--- src/hw/rtl/psa_pkg.sv ---
// Package with shared types and constants of the paged slot allocator.
package psa_pkg;

    localparam int MaxResults = 32;
    localparam int PageLenMax = 1024;

    localparam logic ActLoad  = 1'b0;
    localparam logic ActAlloc = 1'b1;

    // Classified request passed from the front part to the back part.
    typedef struct packed {
        logic        err;
        logic [23:0] pos0;
        logic [30:0] head_slot;
        logic [10:0] head;
        logic [10:0] full;
        logic [10:0] tail;
        logic [10:0] page0;
        logic [10:0] need;
        logic [10:0] plen;
        logic [23:0] tok_tot;
        logic [10:0] pag_tot;
    } t_job;

    // One result item.
    typedef struct packed {
        logic [23:0] out_position;
        logic [30:0] slot_base;
        logic [10:0] run_count;
        logic        error_flag;
        logic [23:0] tokens_total;
        logic [10:0] pages_total;
        logic        last_of_request;
    } t_res;

endpackage

--- src/hw/rtl/psa_divider.sv ---
// Iterative unsigned divider: 24-bit dividend by 11-bit divisor, one bit a cycle.
module psa_divider (
    input  logic        i_clk,
    input  logic        i_rst_n,
    input  logic        i_start,
    input  logic [23:0] i_dividend,
    input  logic [10:0] i_divisor,
    output logic        o_done,
    output logic [23:0] o_quotient,
    output logic [10:0] o_remainder
);
    logic [23:0] r_quo, n_quo;
    logic [11:0] r_rem, n_rem;
    logic [10:0] r_div;
    logic [4:0]  r_cnt, n_cnt;
    logic        r_busy, n_busy;
    logic        r_done, n_done;
    logic [11:0] shifted;

    // Restoring division step.
    always_comb begin
        n_quo   = r_quo;
        n_rem   = r_rem;
        n_cnt   = r_cnt;
        n_busy  = r_busy;
        n_done  = 1'b0;
        shifted = {r_rem[10:0], r_quo[23]};
        if (i_start) begin
            n_quo  = i_dividend;
            n_rem  = '0;
            n_cnt  = 5'd0;
            n_busy = 1'b1;
        end else if (r_busy) begin
            if (shifted >= {1'b0, r_div}) begin
                n_rem = shifted - {1'b0, r_div};
                n_quo = {r_quo[22:0], 1'b1};
            end else begin
                n_rem = shifted;
                n_quo = {r_quo[22:0], 1'b0};
            end
            n_cnt = r_cnt + 5'd1;
            if (r_cnt == 5'd23) begin
                n_busy = 1'b0;
                n_done = 1'b1;
            end
        end
    end

    always_ff @(posedge i_clk) begin
        if (!i_rst_n) begin
            r_busy <= 1'b0;
            r_done <= 1'b0;
            r_cnt  <= '0;
        end else begin
            r_busy <= n_busy;
            r_done <= n_done;
            r_cnt  <= n_cnt;
        end
        r_quo <= n_quo;
        r_rem <= n_rem;
        if (i_start) begin
            r_div <= i_divisor;
        end
    end

    assign o_done      = r_done;
    assign o_quotient  = r_quo;
    assign o_remainder = r_rem[10:0];
endmodule

--- src/hw/rtl/psa_front.sv ---
// Front part: accepts items, writes the free table and classifies requests.
module psa_front #(
    parameter int FreeTableDepth     = 1024,
    parameter int MaxPagesPerRequest = 30
) (
    input  logic                              i_clk,
    input  logic                              i_rst_n,
    input  logic                              i_push,
    output logic                              o_full,
    input  logic                              i_action,
    input  logic [9:0]                        i_table_index,
    input  logic [23:0]                       i_page_number,
    input  logic [23:0]                       i_prior_length,
    input  logic [23:0]                       i_new_length,
    input  logic [31:0]                       i_last_slot,
    input  logic                              i_end_of_batch,
    input  logic [10:0]                       i_page_length,
    input  logic                              i_back_busy,
    output logic                              o_tbl_we,
    output logic [$clog2(FreeTableDepth)-1:0] o_tbl_waddr,
    output logic [23:0]                       o_tbl_wdata,
    output logic                              o_job_valid,
    output psa_pkg::t_job                     o_job,
    input  logic                              i_job_ready
);
    import psa_pkg::*;

    localparam int AW = $clog2(FreeTableDepth);
    localparam logic [2:0] StIdle  = 3'd0;
    localparam logic [2:0] StDivA  = 3'd1;
    localparam logic [2:0] StDivB  = 3'd2;
    localparam logic [2:0] StMul   = 3'd3;
    localparam logic [2:0] StClass = 3'd4;
    localparam logic [2:0] StOut   = 3'd5;

    logic [2:0]  r_state, n_state;
    logic [23:0] r_prior, r_newl;
    logic [31:0] r_last;
    logic        r_eob;
    logic [10:0] r_p;
    logic [23:0] r_pp, r_pn, r_qn;
    logic [10:0] r_rn;
    logic [34:0] r_up;
    logic [23:0] r_tok_sum, n_tok_sum;
    logic [10:0] r_pag_sum, n_pag_sum;
    t_job        r_job, n_job;
    logic        r_job_valid, n_job_valid;

    logic        accept;
    logic        div_start, div_done;
    logic [23:0] div_dividend, div_quo;
    logic [10:0] div_rem;
    logic [10:0] p_clamped;

    // Page length clamp.
    always_comb begin
        if (i_page_length == 11'd0) begin
            p_clamped = 11'd1;
        end else if (i_page_length > 11'(PageLenMax)) begin
            p_clamped = 11'(PageLenMax);
        end else begin
            p_clamped = i_page_length;
        end
    end

    // A load waits until the back part has read every entry of the request before it.
    assign accept = i_push && !o_full;
    assign o_full = (r_state != StIdle) || r_job_valid ||
                    ((i_action == ActLoad) && i_back_busy);

    // Table writes straight from loads.
    assign o_tbl_we    = accept && (i_action == ActLoad) &&
                         ({7'd0, i_table_index} < 17'(FreeTableDepth));
    assign o_tbl_waddr = AW'(i_table_index);
    assign o_tbl_wdata = i_page_number;

    assign div_start    = (accept && i_action == ActAlloc) ||
                          (r_state == StDivA && div_done);
    assign div_dividend = (r_state == StDivA) ? r_newl : i_prior_length;

    psa_divider u_div (
        .i_clk       (i_clk),
        .i_rst_n     (i_rst_n),
        .i_start     (div_start),
        .i_dividend  (div_dividend),
        .i_divisor   ((r_state == StDivA) ? r_p : p_clamped),
        .o_done      (div_done),
        .o_quotient  (div_quo),
        .o_remainder (div_rem)
    );

    // Classification sequencer.
    always_comb begin
        logic [10:0] need11;
        logic [23:0] need;
        logic [34:0] down;
        logic [34:0] newl35;
        logic [34:0] head_end;
        logic [23:0] full;
        logic        err;
        logic [11:0] pg_end;
        n_state     = r_state;
        n_tok_sum   = r_tok_sum;
        n_pag_sum   = r_pag_sum;
        n_job       = r_job;
        n_job_valid = r_job_valid;
        need        = r_pn - r_pp;
        need11      = need[10:0];
        newl35      = {11'd0, r_newl};
        down        = 35'(r_qn) * 35'(r_p);
        head_end    = (newl35 < r_up) ? newl35 : r_up;
        full        = r_qn - r_pp;
        pg_end      = {1'b0, r_pag_sum} + 12'(need11);
        err         = (r_newl < r_prior) ||
                      (need > 24'(MaxPagesPerRequest)) ||
                      (need > 24'(MaxResults - 1)) ||
                      ({5'd0, pg_end} > 17'(FreeTableDepth)) ||
                      (need[23:11] != '0 && pg_end[11]);
        if (need[23:11] != '0) begin
            err = 1'b1;
        end
        if (i_job_ready && r_job_valid) begin
            n_job_valid = 1'b0;
        end
        unique case (r_state)
            StIdle: begin
                if (div_start) begin
                    n_state = StDivA;
                end
            end
            StDivA: begin
                if (div_done) begin
                    n_state = StDivB;
                end
            end
            StDivB: begin
                if (div_done) begin
                    n_state = StMul;
                end
            end
            StMul: begin
                n_state = StClass;
            end
            StClass: begin
                n_state = StOut;
            end
            StOut: begin
                n_job.err       = err;
                n_job.pos0      = r_tok_sum;
                n_job.head_slot = 31'(r_last + 32'd1);
                n_job.head      = 11'(head_end - {11'd0, r_prior});
                n_job.full      = (r_newl > r_up[23:0] && down[23:0] > r_up[23:0] &&
                                   r_up[34:24] == '0) ? full[10:0] : 11'd0;
                n_job.tail      = (r_newl > r_up[23:0] && r_up[34:24] == '0 &&
                                   need11 != '0) ? r_rn : 11'd0;
                n_job.page0     = r_pag_sum;
                n_job.need      = need11;
                n_job.plen      = r_p;
                n_job.tok_tot   = r_tok_sum + r_newl - r_prior;
                n_job.pag_tot   = r_pag_sum + need11;
                n_job_valid     = 1'b1;
                n_tok_sum       = r_eob ? 24'd0 : n_job.tok_tot;
                n_pag_sum       = r_eob ? 11'd0 : n_job.pag_tot;
                n_state         = StIdle;
            end
            default: n_state = StIdle;
        endcase
    end

    always_ff @(posedge i_clk) begin
        if (!i_rst_n) begin
            r_state     <= StIdle;
            r_job_valid <= 1'b0;
            r_tok_sum   <= '0;
            r_pag_sum   <= '0;
        end else begin
            r_state     <= n_state;
            r_job_valid <= n_job_valid;
            r_tok_sum   <= n_tok_sum;
            r_pag_sum   <= n_pag_sum;
        end
        r_job <= n_job;
        if (accept) begin
            r_prior <= i_prior_length;
            r_newl  <= i_new_length;
            r_last  <= i_last_slot;
            r_eob   <= i_end_of_batch;
            r_p     <= p_clamped;
        end
        // Quotient of the ceiling is taken from the floor and remainder.
        if (r_state == StDivA && div_done) begin
            r_pp <= div_quo + 24'(div_rem != '0);
        end
        if (r_state == StDivB && div_done) begin
            r_qn <= div_quo;
            r_rn <= div_rem;
            r_pn <= div_quo + 24'(div_rem != '0);
        end
        if (r_state == StMul) begin
            r_up <= 35'(r_pp) * 35'(r_p);
        end
    end

    assign o_job_valid = r_job_valid;
    assign o_job       = r_job;
endmodule

--- config.mk ---
export PLATFORM = sky130hd
export DESIGN_NAME = psa_front
export DESIGN_NICKNAME = d
export VERILOG_FILES = /design/src/hw/rtl/psa_pkg.sv /design/src/hw/rtl/psa_divider.sv /design/src/hw/rtl/psa_front.sv
export SDC_FILE = /design/constraint.sdc
export NUM_CORES = 2
export LEC_CHECK = 0
export BUFFER_PORTS_ARGS = -buffer_cell sky130_fd_sc_hd__buf_2
export CAP_MARGIN = 15
export CORE_MARGIN = 1.5
export CORE_UTILIZATION = 60
export DETAILED_ROUTE_END_ITERATION = 7
export HOLD_SLACK_MARGIN = 0.03
export PLACE_DENSITY = 0.88
export SLEW_MARGIN = 20
export SYNTH_ARGS = -nofsm -noshare
export SYNTH_HDL_FRONTEND = slang
export SYNTH_SLANG_ARGS = --single-unit
--- constraint.sdc ---
create_clock -name i_clk -period 13.6 [get_ports i_clk]
set_clock_uncertainty 0.2 [all_clocks]
set_input_delay 1.36 -clock i_clk [delete_from_list [all_inputs] [get_ports i_clk]]
set_output_delay 1.36 -clock i_clk [all_outputs]
set_load 0.005 [all_outputs]
* After elaboration in Yosys (flattened, before gate mapping)
Cells that the tools add are included.
Storage, ports and cells: output and inout bits 194, input bits 132, flip-flop bits (word level) 458
Operators by class: $lt $le $gt $ge 9, reduce and logical (&&, ||, !) cells 32, bitwise operators 3, $mul 2, $add $sub $neg 11, muxes and demuxes 21, eq/ne operators 9
Operators with widths (number):
- two-way mux 24 bit | 4
- two-way mux 11 bit | 6
- > comparator 24 bit | 2
- > comparator 24 x 5 -> 1 bit, second input constant | 2
- subtractor 24 bit | 2
- less-than comparator 24 x 35 -> 1 bit | 1
- multiplier 24 x 11 -> 35 bit | 1
- subtractor 11 bit | 3
- adder 31 x 1 -> 31 bit, second input constant | 1
- adder 24 x 1 -> 24 bit | 1
- adder 24 bit | 1
- less-than comparator 24 bit | 1
- multiplier 24 x 11 -> 24 bit | 1
- logical NOT 11 bit | 2
- nonzero test 11 bit | 2
- one-hot mux 3 bit (5 select lines) | 1
- nonzero test 13 bit | 1
- adder 11 x 11 -> 12 bit | 1
- greater-or-equal comparator 12 x 11 -> 1 bit | 1
- > comparator 12 x 11 -> 1 bit, second input constant | 1
- logical AND 1 bit | 12
- adder 11 bit | 1
- > comparator 11 bit, second input constant | 1
- two-way mux 3 bit | 3
- 17 further kinds | 35

* Depth between registers and ports, before layout
depth in word-level cells 9, gate-level depth with buffers 34

* Modules after synthesis
Synthesis repeated with hierarchy kept, for this count alone.
Second synthesis, totals: cells, all modules 3514, area total of the unflattened synthesis 37294.5 um2
Modules (own cells, without submodules):
- psa_front | area an instance 34538.1 um2, cells each 3284, times used 1
- psa_divider | area an instance 2756.4 um2, cells each 230, times used 1

* Worst setup path before layout
No wires, ideal clock.
kind reg-to-reg, from register r_p[4], to register r_job (netlist bit o_job[81]) (data pin), arrival time 7.254 ns, path slack 5.877 ns, data required time 13.130 ns, period minus slack after synthesis 7.723 ns, library setup time 0.270 ns, cell stages (with the launch flop) 30, path buffers 3, cell sequence edfxtp_1 > clkbuf_1 > clkbuf_1 > nand2_1 > fa_1 > fa_1 > inv_1 > fa_1 > fa_1 > inv_1 > fa_1 > inv_1 > ha_1 > a21o_1 > a21oi_1 > nand2_1 > o21ai_0 > o211ai_1 > a31o_2 > a31o_2 > a21o_1 > a21oi_1 > xnor2_1 > ha_1 > nand3_1 > nor3_1 > nand3_1 > o311ai_0 > clkbuf_1 > nor3_1
On the way: word-level cells in the longest chain between the ends 4
RTL lines:
- start, declared | line psa_front.sv:40 | logic [10:0] r_p;
- start signal, assigned | line psa_front.sv:188 | r_p <= p_clamped;
- multiplier 24 x 11 -> 24 bit | line psa_front.sv:110 | down = 35'(r_qn) * 35'(r_p);
- > comparator 24 bit | line psa_front.sv:152 | n_job.full = (r_newl > r_up[23:0] && down[23:0] > r_up[23:0] &&
- logical AND 1 bit (2 in series) | line psa_front.sv:152
- end signal, assigned | line psa_front.sv:182 | r_job <= n_job;
- end, declared | line psa_front.sv:46 | t_job r_job, n_job;
Every way passes these cells. A chain may end at the register's enable or synchronous reset.

* Final worst setup path
from register r_p[4], to register r_job (netlist bit o_job[83]) (data pin)
Same word-level chain as after synthesis.

==> results.json <==
{
  "startpoint": "r_p[4]$_DFFE_PP_",
  "die_h_um": 251,
  "clkTransAtPathRegs_ns": 0.06,
  "cts_buffers": 46,
  "p_clk_frac": 0.234,
  "synth_common_cells": "inv_1, nand2_1, edfxtp_1, fa_1, ha_1",
  "finalHoldViolations": 0,
  "clkLatencyLatePin_ns": 0.61,
  "cp_max_fo": 44,
  "cts.htree.levels": 2,
  "internal_power_uw": 3470,
  "layout.nets": 4468,
  "tritoncts": "done",
  "yosysTopAreaCell": "edfxtp_1",
  "status": "complete, no violations",
  "cpMaxStageDelayCell": "fa_1",
  "fin_setup_tns_ns": 0,
  "end_kind": "register",
  "cts_max_path_buffers": 3,
  "hpwl_um": 67900,
  "leakage_uw": 0.0177,
  "ys.flop_type": "edfxtp_1",
  "cp.arrival_ns": 8.93,
  "synth-seq-area-share": 0.358,
  "fin_area_mm2": 0.0401,
  "async_flop_share": 0,
  "wl_per_cell_um": 20.6,
  "slew_headroom": 0.292,
  "cp.required_ns": 13.81,
  "clock_sinks": 458,
  "synthMostInstantiatedCell": "inv_1",
  "crit_path_frequent_cell": "fa_1",
  "cts_resized": 0,
  "setup_viol": 0,
  "crit_type": "reg2reg",
  "grt_max_degree": 89,
  "rsz0062_at_grt": "false",
  "first_pass_iters": 6,
  "hold_path_startpoint": "r_tok_sum[2]$_SDFFE_PN0P_",
  "ios": 326,
  "synth-warning-count": 0,
  "antenna_found_initial": 8,
  "maxSlewViolCount": 0,
  "port_buffers": 256,
  "dp_slack_ns": 5.10,
  "grt_use_total": 0.298,
  "totalWireLength_um": 92800,
  "die-area_mm2": 0.0629,
  "finalCritPeriodShare": 0.641,
  "syn_to_final_growth_pct": 8.96,
  "cp_slowest_stage_delay_ns": 0.55,
  "synthDistinctLibCells": 72,
  "syn_inst": 3518,
  "worstMarginPinSlew_ns": 1.03,
  "p_per_area_mw_per_mm2": 139,
  "num_vias": 27000,
  "synthesis.nets": 4300,
  "netlist_top_cells_area": "edfxtp_1, fa_1, ha_1, inv_1, nand2_1",
  "postCtsSetupRepairBufs": 0,
  "max_freq_mhz": 115,
  "cts-root-buf": "clkbuf_16",
  "grt_overflow_total": 0,
  "drive_gt1_frac": 0.104,
  "grt_pass1_wl_um": 147000,
  "critPathLaunchType": "register",
  "die_w_um": 251,
  "drc": 0,
  "vias_per_cell": 5.98,
  "synth_edf_count": 401,
  "num_rows": 90,
  "yosys.area.top_type_share": 0.327,
  "gp_congestion": 0.953,
  "p_comb_frac": 0.460,
  "grt_pass1_vias": 27700,
  "swShare": 0.379,
  "syn_avg_cell_area_um2": 10.5,
  "p_switching_uw": 2120,
  "syn-cell-area_mm2": 0.0368,
  "dpl_cell_area_mm2": 0.0386,
  "reg2reg_from": "r_p[4]$_DFFE_PP_",
  "ys_ff_latch": 458,
  "postCtsHoldBufs": 0,
  "ant_nets": 0,
  "drt-initial-drc-count": 2608,
  "max_cap_violations": 0,
  "start_util": 0.609,
  "hp-class": "reg2reg",
  "min_period_ns": 8.72,
  "core_area_mm2": 0.0605,
  "setup_ws_ns": 4.88,
  "seqPwrFrac": 0.306,
  "ir_drop_mv": 0.124
}
[cells in the final DEF (no fill, tap or decap), types with 9 or more instances in the layout]
| cell type | netlist | routed |
|---|---|---|
| nor2b_1 | 68 | 67 |
| nand2_1 | 409 | 407 |
| a22oi_1 | 26 | 26 |
| and3_1 | 23 | 23 |
| fa_1 | 372 | 372 |
| mux2_2 | 11 | 11 |
| and2_1 | 187 | 186 |
| clkbuf_1 | 122 | 10 |
| a211oi_1 | 13 | 13 |
| clkbuf_16 | 0 | 47 |
| nor4_1 | 10 | 10 |
| mux2i_1 | 38 | 38 |
| edfxtp_1 | 401 | 401 |
| a21boi_0 | 16 | 16 |
| a21oi_1 | 111 | 109 |
| buf_4 | 34 | 23 |
| o21bai_1 | 17 | 17 |
| xnor2_1 | 120 | 120 |
| o21ai_0 | 117 | 117 |
| a21o_1 | 48 | 48 |
| o21a_1 | 19 | 19 |
| clkinv_2 | 0 | 9 |
| ha_1 | 278 | 278 |
| nand2b_1 | 17 | 17 |
| nand4_1 | 26 | 26 |
| and4_1 | 10 | 10 |
| dfxtp_1 | 57 | 57 |
| nand3_1 | 54 | 54 |
| o211ai_1 | 14 | 14 |
| buf_2 | 1 | 256 |
| a31oi_1 | 13 | 13 |
| xor2_1 | 53 | 53 |
| nor2_1 | 122 | 121 |
| inv_1 | 581 | 580 |
| nor3_1 | 42 | 42 |
[path summary, 6_finish.rpt]
kind / end / slack (ns) / cells past startpoint
worst max-delay path: o_job[83]$_SDFFCE_PN0P_ / 4.88 / 29
worst min-delay path: o_job[134]$_DFFE_PP_ / 0.24 / 0
worst max register to register: o_job[83]$_SDFFCE_PN0P_ / 4.88 / 29
worst min register to register: o_job[134]$_DFFE_PP_ / 0.24 / 0
[cell type report]
class	instances	area, µm²
Multi-Input combinational cell	2320	20800
Timing Repair Buffer	279	1450
Sequential cell	458	13200
Clock inverter	24	245
Antenna cell	7	17.5
Clock buffer	61	1270
Inverter	581	2190
Tap cell	782	978
Fill cell	4182	20400
[flip-flops by register name (all words and copies together), names as in the netlist, 24 cells and up]
| register | count |
|---|---|
| r_tok_sum | 24 |
| r_newl | 24 |
| r_prior | 24 |
| u_div.o_quotient | 24 |
| r_up | 35 |
| r_last | 31 |
| r_pp | 24 |
| r_pn | 24 |
| r_qn | 24 |
| o_job | 157 |
[metrics by stage]
| step | hold WS [ns] | total power, µW | instances | utilization |
|---|---|---|---|---|
| 2_1_floorplan | 0.208 | 3690 | 3518 | - |
| 3_3_place_gp | 0.225 | 4100 | 4420 | 0.638 |
| 3_5_place_dp | 0.231 | 4230 | 4420 | 0.638 |
| 4_1_cts | 0.244 | 5550 | 4505 | 0.663 |
| 5_1_grt | 0.250 | 5960 | 4512 | 0.663 |
| 6_report | 0.242 | 5590 | 4512 | 0.663 |
[routing by layer]
layer / routed length [µm] / track usage
met1: 35200 / 0.381
met2: 45200 / 0.500
met3: 8470 / 0.0589
met4: 3900 / 0.122
met5: 0 / 0
[critical path: cells and delay by family (launching register included)]
family / cells / cell delay [ns]
compound gates: 10 / 2.48
xor+xnor: 1 / 0.09
fa+ha+maj: 7 / 3.27
buf+inv: 5 / 0.83
flops: 1 / 0.37
simple gates: 6 / 1.21
[cells by family after synthesis]
group,share of synthesized area
simple gates,0.130
buf+inv,0.0789
fa+ha+maj,0.297
compound gates,0.0811
flops,0.358
xor+xnor,0.0412
mux,0.0137
[power by group through the flow]
stage / Combinational, µW / Clock (µW) / Sequential (µW)
finish: 2570 / 1310 / 1710
CTS: 2540 / 1310 / 1710
global route: 2880 / 1360 / 1710
floorplan: 1980 / 0 / 1710
global placement: 2370 / 0 / 1740
detailed placement: 2490 / 0 / 1740
(Power assumes the default switching activity.)
