[src/hw/rtl/psa_pkg.sv]
// Package with shared types and constants of the paged slot allocator.
package psa_pkg;

    localparam int MaxResults = 32;
    localparam int PageLenMax = 1024;

    localparam logic ActLoad  = 1'b0;
    localparam logic ActAlloc = 1'b1;

    // Classified request passed from the front part to the back part.
    typedef struct packed {
        logic        err;
        logic [23:0] pos0;
        logic [30:0] head_slot;
        logic [10:0] head;
        logic [10:0] full;
        logic [10:0] tail;
        logic [10:0] page0;
        logic [10:0] need;
        logic [10:0] plen;
        logic [23:0] tok_tot;
        logic [10:0] pag_tot;
    } t_job;

    // One result item.
    typedef struct packed {
        logic [23:0] out_position;
        logic [30:0] slot_base;
        logic [10:0] run_count;
        logic        error_flag;
        logic [23:0] tokens_total;
        logic [10:0] pages_total;
        logic        last_of_request;
    } t_res;

endpackage

[src/hw/rtl/psa_back.sv]
// Back part: walks a classified request and emits its slot runs.
module psa_back #(
    parameter int FreeTableDepth = 1024
) (
    input  logic                              i_clk,
    input  logic                              i_rst_n,
    input  logic                              i_job_valid,
    input  psa_pkg::t_job                     i_job,
    output logic                              o_job_ready,
    output logic                              o_busy,
    output logic [$clog2(FreeTableDepth)-1:0] o_tbl_raddr,
    input  logic [23:0]                       i_tbl_rdata,
    output logic                              o_empty,
    input  logic                              i_pop,
    output psa_pkg::t_res                     o_res
);
    import psa_pkg::*;

    localparam int AW = $clog2(FreeTableDepth);
    localparam logic [2:0] StIdle = 3'd0;
    localparam logic [2:0] StHead = 3'd1;
    localparam logic [2:0] StRead = 3'd2;
    localparam logic [2:0] StMul  = 3'd3;
    localparam logic [2:0] StEmit = 3'd4;

    logic [2:0]  r_state, n_state;
    t_job        r_job, n_job;
    logic [10:0] r_k, n_k;
    logic [23:0] r_off, n_off;
    logic [30:0] r_slot, n_slot;
    logic        r_full_v, n_full_v;
    t_res        r_res, n_res;
    logic        r_tail_phase, n_tail_phase;
    logic [10:0] page_idx;
    logic        more;

    assign o_job_ready = (r_state == StIdle);
    assign o_busy      = (r_state != StIdle);
    assign page_idx    = r_tail_phase ? (r_job.page0 + r_job.need - 11'd1)
                                      : (r_job.page0 + r_k);
    assign o_tbl_raddr = AW'(page_idx);

    // Run sequencer: an error or empty result, or head, full pages, then the tail page.
    always_comb begin
        t_res rr;
        n_state      = r_state;
        n_job        = r_job;
        n_k          = r_k;
        n_off        = r_off;
        n_slot       = r_slot;
        n_full_v     = r_full_v;
        n_res        = r_res;
        n_tail_phase = r_tail_phase;
        more         = 1'b0;
        rr.out_position    = r_job.pos0 + r_off;
        rr.slot_base       = 31'd0;
        rr.run_count       = 11'd0;
        rr.error_flag      = 1'b0;
        rr.tokens_total    = r_job.tok_tot;
        rr.pages_total     = r_job.pag_tot;
        rr.last_of_request = 1'b0;
        if (r_full_v && i_pop) begin
            n_full_v = 1'b0;
        end
        unique case (r_state)
            StIdle: begin
                if (i_job_valid) begin
                    n_job        = i_job;
                    n_k          = 11'd0;
                    n_off        = 24'd0;
                    n_tail_phase = 1'b0;
                    n_state      = StHead;
                end
            end
            StHead: begin
                if (!n_full_v) begin
                    more = (r_job.full != 0) || (r_job.tail != 0);
                    if (r_job.err) begin
                        rr.error_flag      = 1'b1;
                        rr.last_of_request = 1'b1;
                        n_res = rr; n_full_v = 1'b1; n_state = StIdle;
                    end else if (r_job.head != 0) begin
                        rr.slot_base       = r_job.head_slot;
                        rr.run_count       = r_job.head;
                        rr.last_of_request = !more;
                        n_res = rr; n_full_v = 1'b1;
                        n_off   = 24'(r_job.head);
                        n_state = more ? StRead : StIdle;
                        n_tail_phase = (r_job.full == 0);
                    end else if (more) begin
                        n_tail_phase = (r_job.full == 0);
                        n_state      = StRead;
                    end else begin
                        rr.last_of_request = 1'b1;
                        n_res = rr; n_full_v = 1'b1; n_state = StIdle;
                    end
                end
            end
            StRead: begin
                n_state = StMul;
            end
            StMul: begin
                n_slot  = 31'(35'(i_tbl_rdata) * 35'(r_job.plen));
                n_state = StEmit;
            end
            StEmit: begin
                if (!n_full_v) begin
                    rr.slot_base = r_slot;
                    if (!r_tail_phase) begin
                        rr.run_count = r_job.plen;
                        more = (r_k + 11'd1 < r_job.full) || (r_job.tail != 0);
                        n_off = r_off + 24'(r_job.plen);
                        n_k   = r_k + 11'd1;
                        n_tail_phase = !(r_k + 11'd1 < r_job.full);
                    end else begin
                        rr.run_count = r_job.tail;
                        more = 1'b0;
                    end
                    rr.last_of_request = !more;
                    n_res = rr; n_full_v = 1'b1;
                    n_state = more ? StRead : StIdle;
                end
            end
            default: n_state = StIdle;
        endcase
    end

    always_ff @(posedge i_clk) begin
        if (!i_rst_n) begin
            r_state  <= StIdle;
            r_full_v <= 1'b0;
        end else begin
            r_state  <= n_state;
            r_full_v <= n_full_v;
        end
        r_job        <= n_job;
        r_k          <= n_k;
        r_off        <= n_off;
        r_slot       <= n_slot;
        r_res        <= n_res;
        r_tail_phase <= n_tail_phase;
    end

    assign o_empty = !r_full_v;
    assign o_res   = r_res;
endmodule

[config.mk]
export PLATFORM = sky130hd
export DESIGN_NAME = psa_back
export DESIGN_NICKNAME = d
export VERILOG_FILES = /design/src/hw/rtl/psa_pkg.sv /design/src/hw/rtl/psa_back.sv
export SDC_FILE = /design/constraint.sdc
export NUM_CORES = 1
export LEC_CHECK = 0
export BUFFER_PORTS_ARGS = -buffer_cell sky130_fd_sc_hd__buf_2
export CORE_MARGIN = 1.5
export CORE_UTILIZATION = 59
export CTS_CLUSTER_SIZE = 8
export DETAILED_ROUTE_END_ITERATION = 7
export HOLD_SLACK_MARGIN = 0.02
export PLACE_DENSITY_LB_ADDON = 0.25
export SYNTH_ARGS = -nofsm -noshare
export SYNTH_HDL_FRONTEND = slang
export SYNTH_SLANG_ARGS = --single-unit
[constraint.sdc]
create_clock -name i_clk -period 8.3 [get_ports i_clk]
set_input_delay 1.245 -clock i_clk [delete_from_list [all_inputs] [get_ports i_clk]]
set_output_delay 1.245 -clock i_clk [all_outputs]
set_load 0.1 [all_outputs]
* Word level (Yosys, flattened, before mapping)
Cells that the tools add are included.
** Storage, ports and cells
- Flip-flop bits (word level) :: 329
- Bits of input ports :: 185
- Output and inout bits :: 116
- Logic and storage cells :: 109
** Cells by class
- Add/sub/neg operators :: 6
- Multipliers :: 1
- Magnitude comparators :: 1
- Eq/ne operators :: 12
- Mux-type cells :: 43
- Reductions and logical operators :: 22
** Operator list (number)
- 103-bit two-way mux :: 5
- 103-bit case mux with 2 select lines :: 1
- 24-bit two-way mux :: 6
- 24-bit case mux with 3 select lines :: 1
- 11-bit two-way mux :: 4
- 11-bit nonzero test :: 3
- 24-bit by 11-bit multiplier with 31-bit output :: 1
- 24-bit by 11-bit adder with 24-bit output :: 1
- 24-bit adder :: 1
- 11-bit case mux with 2 select lines :: 1
- 10-bit adder :: 2
- 1-bit two-way mux :: 15
- 3-bit case mux with 5 select lines :: 1
- 2-bit inequality test, second input constant :: 6
- 11-bit by 1-bit adder with 11-bit output, second input constant :: 1
- 11-bit zero test :: 1
- 11-bit < comparator :: 1
- 10-bit two-way mux :: 1
- 10-bit by 1-bit subtractor with 10-bit output, second input constant :: 1
- 3-bit two-way mux :: 3
- 4-bit AND reduction :: 2
- 7-bit AND reduction :: 1
- 3-bit by 2-bit equality test with 1-bit output, second input constant :: 2
- 2-bit two-way mux :: 3
- 15 further kinds :: 21

* Logic depth before layout (Yosys ltp)
Gate-level depths: netlist of the first run.
- Depth in word-level cells :: 9
- Mapped depth :: 22
- Gate-level depth less buffers :: 21

* Worst setup path before layout of the first run
OpenSTA, ideal clock, no wires.
- Path kind :: register -> register
- Start :: reg r_state[1]
- End :: reg r_res, in the netlist o_res[0], enable pin
- Setup time :: 599 ps
- Data arrival time :: 6295 ps
- Required time :: 7701 ps
- Slack :: 1406 ps
- Stages on the path, launching flop included :: 8
- Path buffers :: 3
- Clock period less this slack :: 6894 ps
- Path through :: dfxtp_1 -> clkbuf_1 -> nor2_1 -> and2_1 -> clkbuf_1 -> clkbuf_1 -> a21oi_1 -> a21oi_1
** Between the ends
- Cells in the longest elaborated chain, start to end :: 3
- Elaborated cells between the ends (all ways) :: 7
- Those cells by class :: eq/ne: 5; reduce/logical: 2
** Ends and longest elaborated chain
- from (decl) :: line psa_back.sv:26 : logic [2:0] r_state, n_state;
- from (signal assigned) :: line psa_back.sv:130 : r_state <= StIdle;
- from (signal assigned) :: line psa_back.sv:133 : r_state <= n_state;
- 3-bit by 1-bit equality test with 1-bit output or 3-bit equality test (tied branches) :: line psa_back.sv:65 : unique case (r_state)
- 4-bit inequality test (no source line) (tied with other cells)
- 4-bit AND reduction (no source line) *
- to (signal assigned) :: line psa_back.sv:140 : r_res <= n_res;
- to (decl) :: line psa_back.sv:32 : t_res r_res, n_res;
Mark *: on every way between the ends. The rest lies on a longest branch, timed or not.
A chain may end at the register's enable or synchronous reset.

* Worst setup path in the final report of the first run
- Start :: in i_tbl_rdata[3]
- End :: reg r_slot[30], data pin
** Between the ends
- Cells in the longest elaborated chain, start to end :: 1
** Ends and longest elaborated chain
- from (decl) :: line psa_back.sv:12 : input logic [23:0] i_tbl_rdata,
- 24-bit by 11-bit multiplier with 31-bit output :: line psa_back.sv:103 : n_slot = 31'(35'(i_tbl_rdata) * 35'(r_job.plen));
- to (signal assigned) :: line psa_back.sv:139 : r_slot <= n_slot;
- to (decl) :: line psa_back.sv:30 : logic [30:0] r_slot, n_slot;
No other way between the ends.

==> flow_summary.yaml, run 1 <==
run_status:
  status: "finished clean"
floorplanning:
  die-area_um2: 38050
  die_y_um: 195.1
  pin_count: 301
  start_util: 0.5973
  core_area_um2: 36430
  die_x_um: 195.1
  fp-row-count: 70
timing:
  grt_setup_unrepaired: "no"
  fin_ws_ps: 1755
  finalMaxSlewViolations: 0
  fin_crit_ps: 6545
  tightestPinTransition_ps: 1160
  fin_setup_tns_ps: 0
  fin_skew_ps: 23.77
  slew_headroom: 0.2265
  post-route-period-util: 0.7885
  fmax_mhz: 152.8
  setup_viol: 0
  finalHoldViolations: 0
yosys:
  async_flop_share: 0
  synth_area_leaders: "edfxtp_1 (45%), fa_1 (18%), ha_1 (7.3%), inv_1 (4.5%), nand2_1 (3.9%)"
  synthCells: 1859
  synth_edf_count: 325
  syn-num-nets: 2367
  postSynthAreaPerCell_um2: 11.71
  syn-cell-area_um2: 21760
  synth.top_cell.area_share: 0.4485
  ys_ff_latch: 329
  synth_seq_area_share: 0.4521
  synth_ff_type: "edfxtp_1"
  ys_types: 59
  yosysWarnings: 0
  yosys.area.top_type: "edfxtp_1"
route:
  ant_nets: 0
  wl_per_cell_um: 19.41
  drt_iter0_markers: 994
  wirelength_mm: 51.28
  vias_per_cell: 5.683
  num_vias: 15014
  drc: 0
  first_pass_iters: 5
clock_network:
  post_cts_buffers: 0
  cts_buffer_depth: 3
  clk_latency_ps: 580
  clk_pin_slew_ps: 50
  cts_tree: "done"
  post_cts_resized: 0
  cts.sinks: 329
  htreeDepth: 2
  cts_buffers: 47
  cts-root-buf: "clkbuf_16"
  cts_hold_buffers: 0
power_and_ir_drop:
  p_per_area_nw_per_um2: 323.5
  p_int_uw: 4870
  p_comb_frac: 0.509
  p_switching_uw: 3246
  p_leak_uw: 0.01093
  irDropWorstVdd_mv: 0.4733
  p_sw_frac: 0.4000
  pwr-share-clk: 0.217
  seqPwrFrac: 0.274
global_route:
  grt_usage: 0.2738
  grt_pass1_wl_mm: 80.43
  grt_max_degree: 75
  antenna_found_initial: 4
  grt_pass1_vias: 15349
  overflow: 0
placement:
  dp_hpwl_mm: 37.11
  io_buffer_count: 298
  post-place-ws_ps: 1229
  place_area_um2: 23750
  gp_routability_congestion: 0.9176
layout:
  post-route-util: 0.6886
  area_delta_synth_final_pct: 15.29
  nets: 2661
  fin_area_um2: 25090
  final_cell_mix: "edfxtp_1 (325), buf_2 (298), inv_1 (260)"
  layout_commonest_cell: "edfxtp_1"
  drive_gt1_frac: 0.1790
worst_setup_path:
  cp_cell_sequence: "buf_2, and2_1, fa_1, inv_1, fa_1, inv_1, fa_1, fa_1, inv_1, fa_1, inv_1, ha_1, and3_4, a221o_1, a221oi_2, o21ai_2, nand3_2, a21oi_1, a211o_1, o31ai_4, xnor2_1"
  crit_type: "in2reg"
  crit_required_ps: 8620
  slowest_stage: "fa_1"
  startpoint: "i_tbl_rdata[3]"
  critPathCaptureType: "flop"
  arrival_ps: 6860
  startpoint_type: "input pin"
  critical_path.max_fanout: 11
  max_stage_delay_ps: 550
  r2r_start: "r_job[42]"
  cpMostUsedCell: "fa_1"
worst_hold_path:
  hp-start: "r_job[30]"
  min_path_type: "reg2reg"
run:
  maxCapViolations: 0
-- synth_stat cells (2+ instances only) --
cell type  instances
o2111a_1           2
nor2b_1           15
ha_1             127
a211o_1            9
or4_1              2
and3_1            11
a31oi_1            3
o41ai_1            2
a211oi_1           8
nand3b_1           9
or2_2              5
clkbuf_1          71
a41oi_1            2
xor2_1            22
nor3_1            20
a21oi_1           52
o31ai_1            7
a22o_1            32
a21o_1            16
nand3_1           21
nor4_1             8
o21ai_0           75
o2111ai_1          5
nand2b_1          18
o211a_1            2
fa_1             196
nand4_1            6
o21a_1            17
and2_1           109
nor2_1            53
xnor2_1           58
dfxtp_1            4
or3_1              8
mux2i_1           15
edfxtp_1         325
o31a_1             6
o211ai_1           4
inv_1            260
a21boi_0           7
nand2_1          225
o21bai_1           4
-- worst max-delay path, delay by kind of cell --
kind	cells	cell delay [ps]
xor gates and xnor gates	1	80
buffers and inverters	5	370
and+or+nand+nor	3	570
AOI/OAI and AO/OA	6	1670
adders and majority gates	6	2940
-- sequential cells by signal, indices dropped and copies added, names as in the netlist --
| register | cells |
|---|---|
| r_slot | 31 |
| r_off | 24 |
| r_full_v | 1 |
| r_job | 155 |
| r_tail_phase | 1 |
| r_state | 3 |
| r_k | 11 |
| o_res | 103 |
-- final timing paths --
check                                   to  cells past startpoint  slack (ps)
worst max-delay path            r_slot[30]                     21        1760
worst min-delay path             o_res[31]                      0         410
worst max register to register  r_slot[30]                     20        1960
worst min register to register   o_res[31]                      0         410
-- logic make-up (layout without fill, tap and decap cells) --
| kind of cell | Yosys count | in the layout | synth area share |
|---|---|---|---|
| XOR/XNOR | 80 | 80 | 0.03220 |
| adder cells (fa/ha/maj) | 323 | 323 | 0.2533 |
| AO/OA/AOI/OAI | 267 | 267 | 0.08371 |
| buffers and inverters | 331 | 640 | 0.05709 |
| flip-flops | 329 | 329 | 0.4521 |
| multiplexers | 15 | 15 | 0.006899 |
| other | 0 | 6 | 0 |
| AND/OR/NAND/NOR | 514 | 514 | 0.1146 |
-- per-layer routing --
| metal | vias up | share of wire | GRT usage |
|---|---|---|---|
| met5 | - | 0.00025 | 0 |
| met4 | 2 | 0.034 | 0.1137 |
| met3 | 121 | 0.083 | 0.04922 |
| met2 | 653 | 0.49 | 0.4541 |
| met1 | 7369 | 0.39 | 0.3588 |
| li1 | 6869 | - | - |
-- metrics by stage --
stage | hold slack (ps) | power, µW | std cells
after detailed placement | 404.5 | 6336 | 2572
after CTS | 413.0 | 8148 | 2636
after floorplan | 400.3 | 5472 | 1859
final | 412.7 | 8116 | 2642
after global routing | 413.4 | 8693 | 2638
after global placement | 400.9 | 6219 | 2572
-- cell type report --
class	instances	area [µm²]
multi-input combinational	1199	10720
timing repair buffer	316	1627
clock buffer	60	1246
clock inverter	4	81.33
sequential	329	9839
inverter	260	975.9
tap	468	585.6
fill	2575	11340
antenna	6	15.01
-- power by group through the flow --
stage / combinational (µW) / sequential [µW] / clock (µW)
global placement: 3970 / 2250 / 0
detailed placement: 4080 / 2260 / 0
floorplan: 3000 / 2480 / 0
finish: 4130 / 2230 / 1760
CTS: 4130 / 2230 / 1790
global route: 4610 / 2230 / 1850
Note: power is estimated with default switching activity, not from simulation.
==> run 2, diff against run 1 <==
Clock period 8.3 ns to 6.8 ns, I/O delays scaled along.
==> run 2 against run 1 <==
Power increased by 23%. Clock-buffer cell count increased by 6. Via count increased by 0.71%. Critical path depth decreased by 2. Routed wire length about the same. Final cell count increased by 0.64%. Register-to-register slack got worse by 1400 ps. Hold slack improved by 1.6 ps. Utilization increased by 0.22 points.
==> flow_summary.yaml, run 2 (synthesis gave the netlist of run 1 again) <==
run:
  maxCapViolations: 0
worst_setup_path:
  r2r_setup_slack_ps: 600
  arrival_ps: 6530
  worst-r2r-cell-count: 19
  r2r_start: "r_job[38]"
  critPathCaptureType: "flop"
  cp-endpoint: "r_slot[30]"
  crit_type: "reg2reg"
  crit_required_ps: 7140
  critical_path.max_fanout: 11
  rr_endpoint: "r_slot[30]"
  startpoint_type: "flop"
  startpoint: "r_job[38]"
placement:
  io_buffer_count: 298
  dp_cells: 2582
  place_area_um2: 23820
  gp_routability_congestion: 0.8788
  dp_hpwl_mm: 38.49
clock_network:
  clk_pin_slew_ps: 60
  cts-root-buf: "clkbuf_16"
  cts_buffers: 47
  clk_latency_ps: 590
  cts_hold_buffers: 0
  cts_tree: "done"
  post_cts_resized: 0
  cts_buffer_depth: 3
  cts.sinks: 329
  htreeDepth: 2
  post_cts_buffers: 0
timing:
  fin_crit_ps: 6198
  fin_skew_ps: 45.15
  grt_setup_unrepaired: "no"
  finalMaxSlewViolations: 0
  post-route-period-util: 0.9115
  finalHoldViolations: 0
  setup_viol: 0
  slew_headroom: 0.3154
  tightestPinTransition_ps: 1024
  fmax_mhz: 161.3
  fin_setup_tns_ps: 0
power_and_ir_drop:
  irDropWorstVdd_mv: 0.5477
  pwr-share-clk: 0.216
  seqPwrFrac: 0.273
  p_sw_frac: 0.3974
  p_switching_uw: 3954
  p_per_area_nw_per_um2: 395.2
  p_comb_frac: 0.511
  p_leak_uw: 0.01098
  p_int_uw: 5994
run_status:
  status: "finished clean"
global_route:
  grt_pass1_vias: 15383
  grt_max_degree: 64
  antenna_found_initial: 6
  grt_pass1_wl_mm: 81.25
  grt_usage: 0.2775
  overflow: 0
layout:
  fillCellCount: 2606
  seqCellArea_um2: 9839
  final_cells: 2659
  largest_reg_flops: 155
  regMostFlops: "r_job"
  fin_area_um2: 25170
  area_delta_synth_final_pct: 15.66
  multiInputGateArea_um2: 10720
  final_cell_mix: "edfxtp_1 (325), buf_2 (298), inv_1 (260)"
  layout_commonest_cell: "edfxtp_1"
  nets: 2671
  drive_gt1_frac: 0.1822
floorplanning:
  start_util: 0.5973
  fp-row-count: 70
  die_y_um: 195.1
  core_area_um2: 36430
  pin_count: 301
  die-area_um2: 38050
  die_x_um: 195.1
route:
  wirelength_mm: 51.29
  first_pass_iters: 7
  drc: 0
  ant_nets: 0
  num_vias: 15121
  wl_per_cell_um: 19.29
  drt_iter0_markers: 932
  vias_per_cell: 5.687
worst_hold_path:
  min_path_type: "reg2reg"
run 2: per-layer routing:
| layer | up-vias | share of wire | GRT usage |
|---|---|---|---|
| met2 | 639 | 0.49 | 0.4574 |
| met3 | 118 | 0.078 | 0.05475 |
| li1 | 6884 | - | - |
| met5 | - | 0.00016 | 0 |
| met4 | 2 | 0.036 | 0.1171 |
| met1 | 7478 | 0.40 | 0.3618 |
run 2: how the worst min path moves through the flow:
stage,cells after the start,start,to
2_1_floorplan,0,r_job[9],o_res[10]
3_3_place_gp,0,r_job[13],o_res[14]
3_5_place_dp,0,r_job[34],o_res[35]
4_1_cts,0,r_job[34],o_res[35]
5_1_grt,0,r_job[30],o_res[31]
6_report,0,r_job[25],o_res[26]
run 2: cell type report:
class / count / area share
Tap cell: 468 / 0.02327
Antenna cell: 7 / 0.0006960
Multi-Input combinational cell: 1199 / 0.4259
Clock inverter: 4 / 0.002386
Clock buffer: 66 / 0.05041
Timing Repair Buffer: 326 / 0.06761
Inverter: 260 / 0.03878
Sequential cell: 329 / 0.3909
run 2: through the flow:
| stage | setup WS [ps] | total power (µW) | util | hold slack, ps |
|---|---|---|---|---|
| after floorplan | 376.8 | 6675 | - | 400.3 |
| after global placement | 190.1 | 7635 | 0.6538 | 400.3 |
| after detailed placement | 141.9 | 7782 | 0.6538 | 404.5 |
| after CTS | 664.7 | 9991 | 0.6903 | 414.6 |
| after global routing | 399.7 | 10620 | 0.6906 | 421.6 |
| final | 601.6 | 9948 | 0.6908 | 414.2 |
run 2: power groups by stage:
stage	combinational, µW	clock (µW)	sequential, µW
after global routing	5640	2250	2730
final	5080	2150	2720
after floorplan	3660	0	3020
after global placement	4880	0	2750
after CTS	5080	2190	2720
after detailed placement	5020	0	2760
run 2: worst max-delay path: stages, from the launching register on:
cell and delay [ps]:
edfxtp_1 700, nand2_1 160, fa_1 510, fa_1 520, inv_1 50, fa_1 480, fa_1 560, inv_1 60
fa_1 520, inv_1 40, ha_1 350, and3_4 210, a221o_1 380, a221oi_2 420, o21ai_2 130, nand3_2 130
a21oi_1 90, a211o_1 330, o31ai_4 200, xnor2_1 90
==> run 3, diff against run 2 <==
Clock period 6.8 ns to 7 ns, I/O delays scaled along.
==> run 3 against run 2 <==
Sequential cell count is the same. First-iteration DRC count grew 1.5%. Power shrank 2.8%. Clock power shrank 3%. Combinational power shrank 3%. Register-to-register slack gained 110 ps. Die area is the same. Utilization shrank 0.076 points. Fmax shrank 1.4%. Via count shrank 0.71%. Clock skew shrank 24 ps. Hold slack gained 1.5 ps. Largest power group unchanged.
==> flow_summary.yaml, run 3 (synthesis gave the netlist of run 1 again) <==
route:
  wl_per_cell_um: 19.50
  wirelength_mm: 51.81
  num_vias: 15014
  ant_nets: 0
  drt_iter0_markers: 946
  vias_per_cell: 5.651
  drc: 0
  first_pass_iters: 6
clock_network:
  cts-root-buf: "clkbuf_16"
  cts_hold_buffers: 0
  cts_buffers: 47
  clk_pin_slew_ps: 60
  htreeDepth: 2
  clk_latency_ps: 580
  post_cts_resized: 0
  cts.sinks: 329
  cts_tree: "done"
  post_cts_buffers: 0
  cts_buffer_depth: 3
timing:
  finalMaxSlewViolations: 0
  fmax_mhz: 159.1
  fin_crit_ps: 6286
  fin_setup_tns_ps: 0
  fin_skew_ps: 20.73
  hold_slack_ps: 415.7
  tightestPinTransition_ps: 1171
  slew_headroom: 0.2191
  finalHoldViolations: 0
  post-route-period-util: 0.8981
  grt_setup_unrepaired: "no"
  setup_viol: 0
run:
  maxCapViolations: 0
global_route:
  overflow: 0
  grt_usage: 0.2777
  antenna_found_initial: 4
  grt_pass1_wl_mm: 81.50
  grt_max_degree: 67
  grt_pass1_vias: 15507
layout:
  final_cells: 2657
  drive_gt1_frac: 0.1793
  nets: 2664
  multiInputGateArea_um2: 10720
  area_delta_synth_final_pct: 15.53
  largest_reg_flops: 155
  seqCellArea_um2: 9839
  final_cell_mix: "edfxtp_1 (325), buf_2 (298), inv_1 (260)"
  post-route-util: 0.6900
  layout_commonest_cell: "edfxtp_1"
  fillCellCount: 2623
  regMostFlops: "r_job"
worst_setup_path:
  arrival_ps: 6600
  crit_type: "reg2reg"
  crit_required_ps: 7310
  startpoint_type: "flop"
  cp_cell_sequence: "and2_1, fa_1, inv_1, fa_1, inv_1, fa_1, fa_1, inv_1, fa_1, inv_1, ha_1, and3_4, a221o_1, a311o_1, nand4_1, a31oi_1, a41o_1, o41ai_2, xnor2_1"
  rr_endpoint: "r_slot[29]"
  r2r_setup_slack_ps: 710
  worst-r2r-cell-count: 19
  max_stage_delay_ps: 590
  critical_path.max_fanout: 7
  slowest_stage: "edfxtp_1"
  r2r_start: "r_job[42]"
  cpMostUsedCell: "fa_1"
  critPathCaptureType: "flop"
  crit_buf_inv: 4
  crit_family: "adder cells"
placement:
  dp_cells: 2575
  io_buffer_count: 298
  dp_hpwl_mm: 38.34
  gp_routability_congestion: 0.8876
power_and_ir_drop:
  pwr-share-clk: 0.216
  p_switching_uw: 3873
  p_leak_uw: 0.01094
  irDropWorstVdd_mv: 0.4809
  seqPwrFrac: 0.273
  p_sw_frac: 0.4006
  p_per_area_nw_per_um2: 384.6
  p_comb_frac: 0.511
  p_int_uw: 5795
floorplanning:
  core_area_um2: 36430
  die-area_um2: 38050
  die_x_um: 195.1
  pin_count: 301
  start_util: 0.5973
  fp-row-count: 70
  die_y_um: 195.1
run_status:
  status: "finished clean"
worst_hold_path:
  min_path_type: "reg2reg"
  hp-start: "r_job[8]"
  hold_path_depth: 0
  hold_end: "o_res[9]"
## run 3: changes by cell type in the layout (fill, tap and decap cells not counted), sizes merged
cell and change:
clkbuf +5, diode +1, inv -1, clkinvlp +1
buf -7, bufinv -1
## run 3: per-layer routing
layer,vias up,GRT usage,wire length [µm]
li1,6874,-,-
met1,7412,0.3560,20610
met5,-,0,13
met4,2,0.1068,1409
met2,619,0.4779,25920
met3,107,0.04352,3857
## run 3: worst max path at each step
stage                   startpoint          to  cells past startpoint
floorplan               r_state[1]    o_res[0]                      7
global placement    i_tbl_rdata[4]  r_slot[30]                     21
detailed placement  i_tbl_rdata[4]  r_slot[30]                     21
CTS                      r_job[42]  r_slot[30]                     20
global route             r_job[42]  r_slot[20]                     20
finish                   r_job[42]  r_slot[29]                     19
## run 3: power by group through the flow
stage	clock network (µW)	logic, µW	registers (µW)
5_1_grt	2210	5460	2650
3_3_place_gp	0	4720	2670
3_5_place_dp	0	4870	2680
2_1_floorplan	0	3550	2940
4_1_cts	2130	4920	2640
6_report	2090	4940	2640
## run 3: final cells by class
class                   instances  share of cell area
multi-input cells            1199              0.4264
repair buffers                319             0.06559
flip-flops and latches        329              0.3914
clock inverters                 3            0.002140
clock buffers                  71             0.05161
well taps                     468             0.02329
inverters                     260             0.03882
diodes                          8           0.0007963
## run 3: stage by stage
step	power, µW	area, µm²	worst slack (ps)
after floorplan	6488	21760	105.5
after global placement	7395	23770	288.5
after detailed placement	7552	23770	185.0
after CTS	9696	25120	757.9
after global routing	10310	25130	526.8
final	9668	25140	713.6
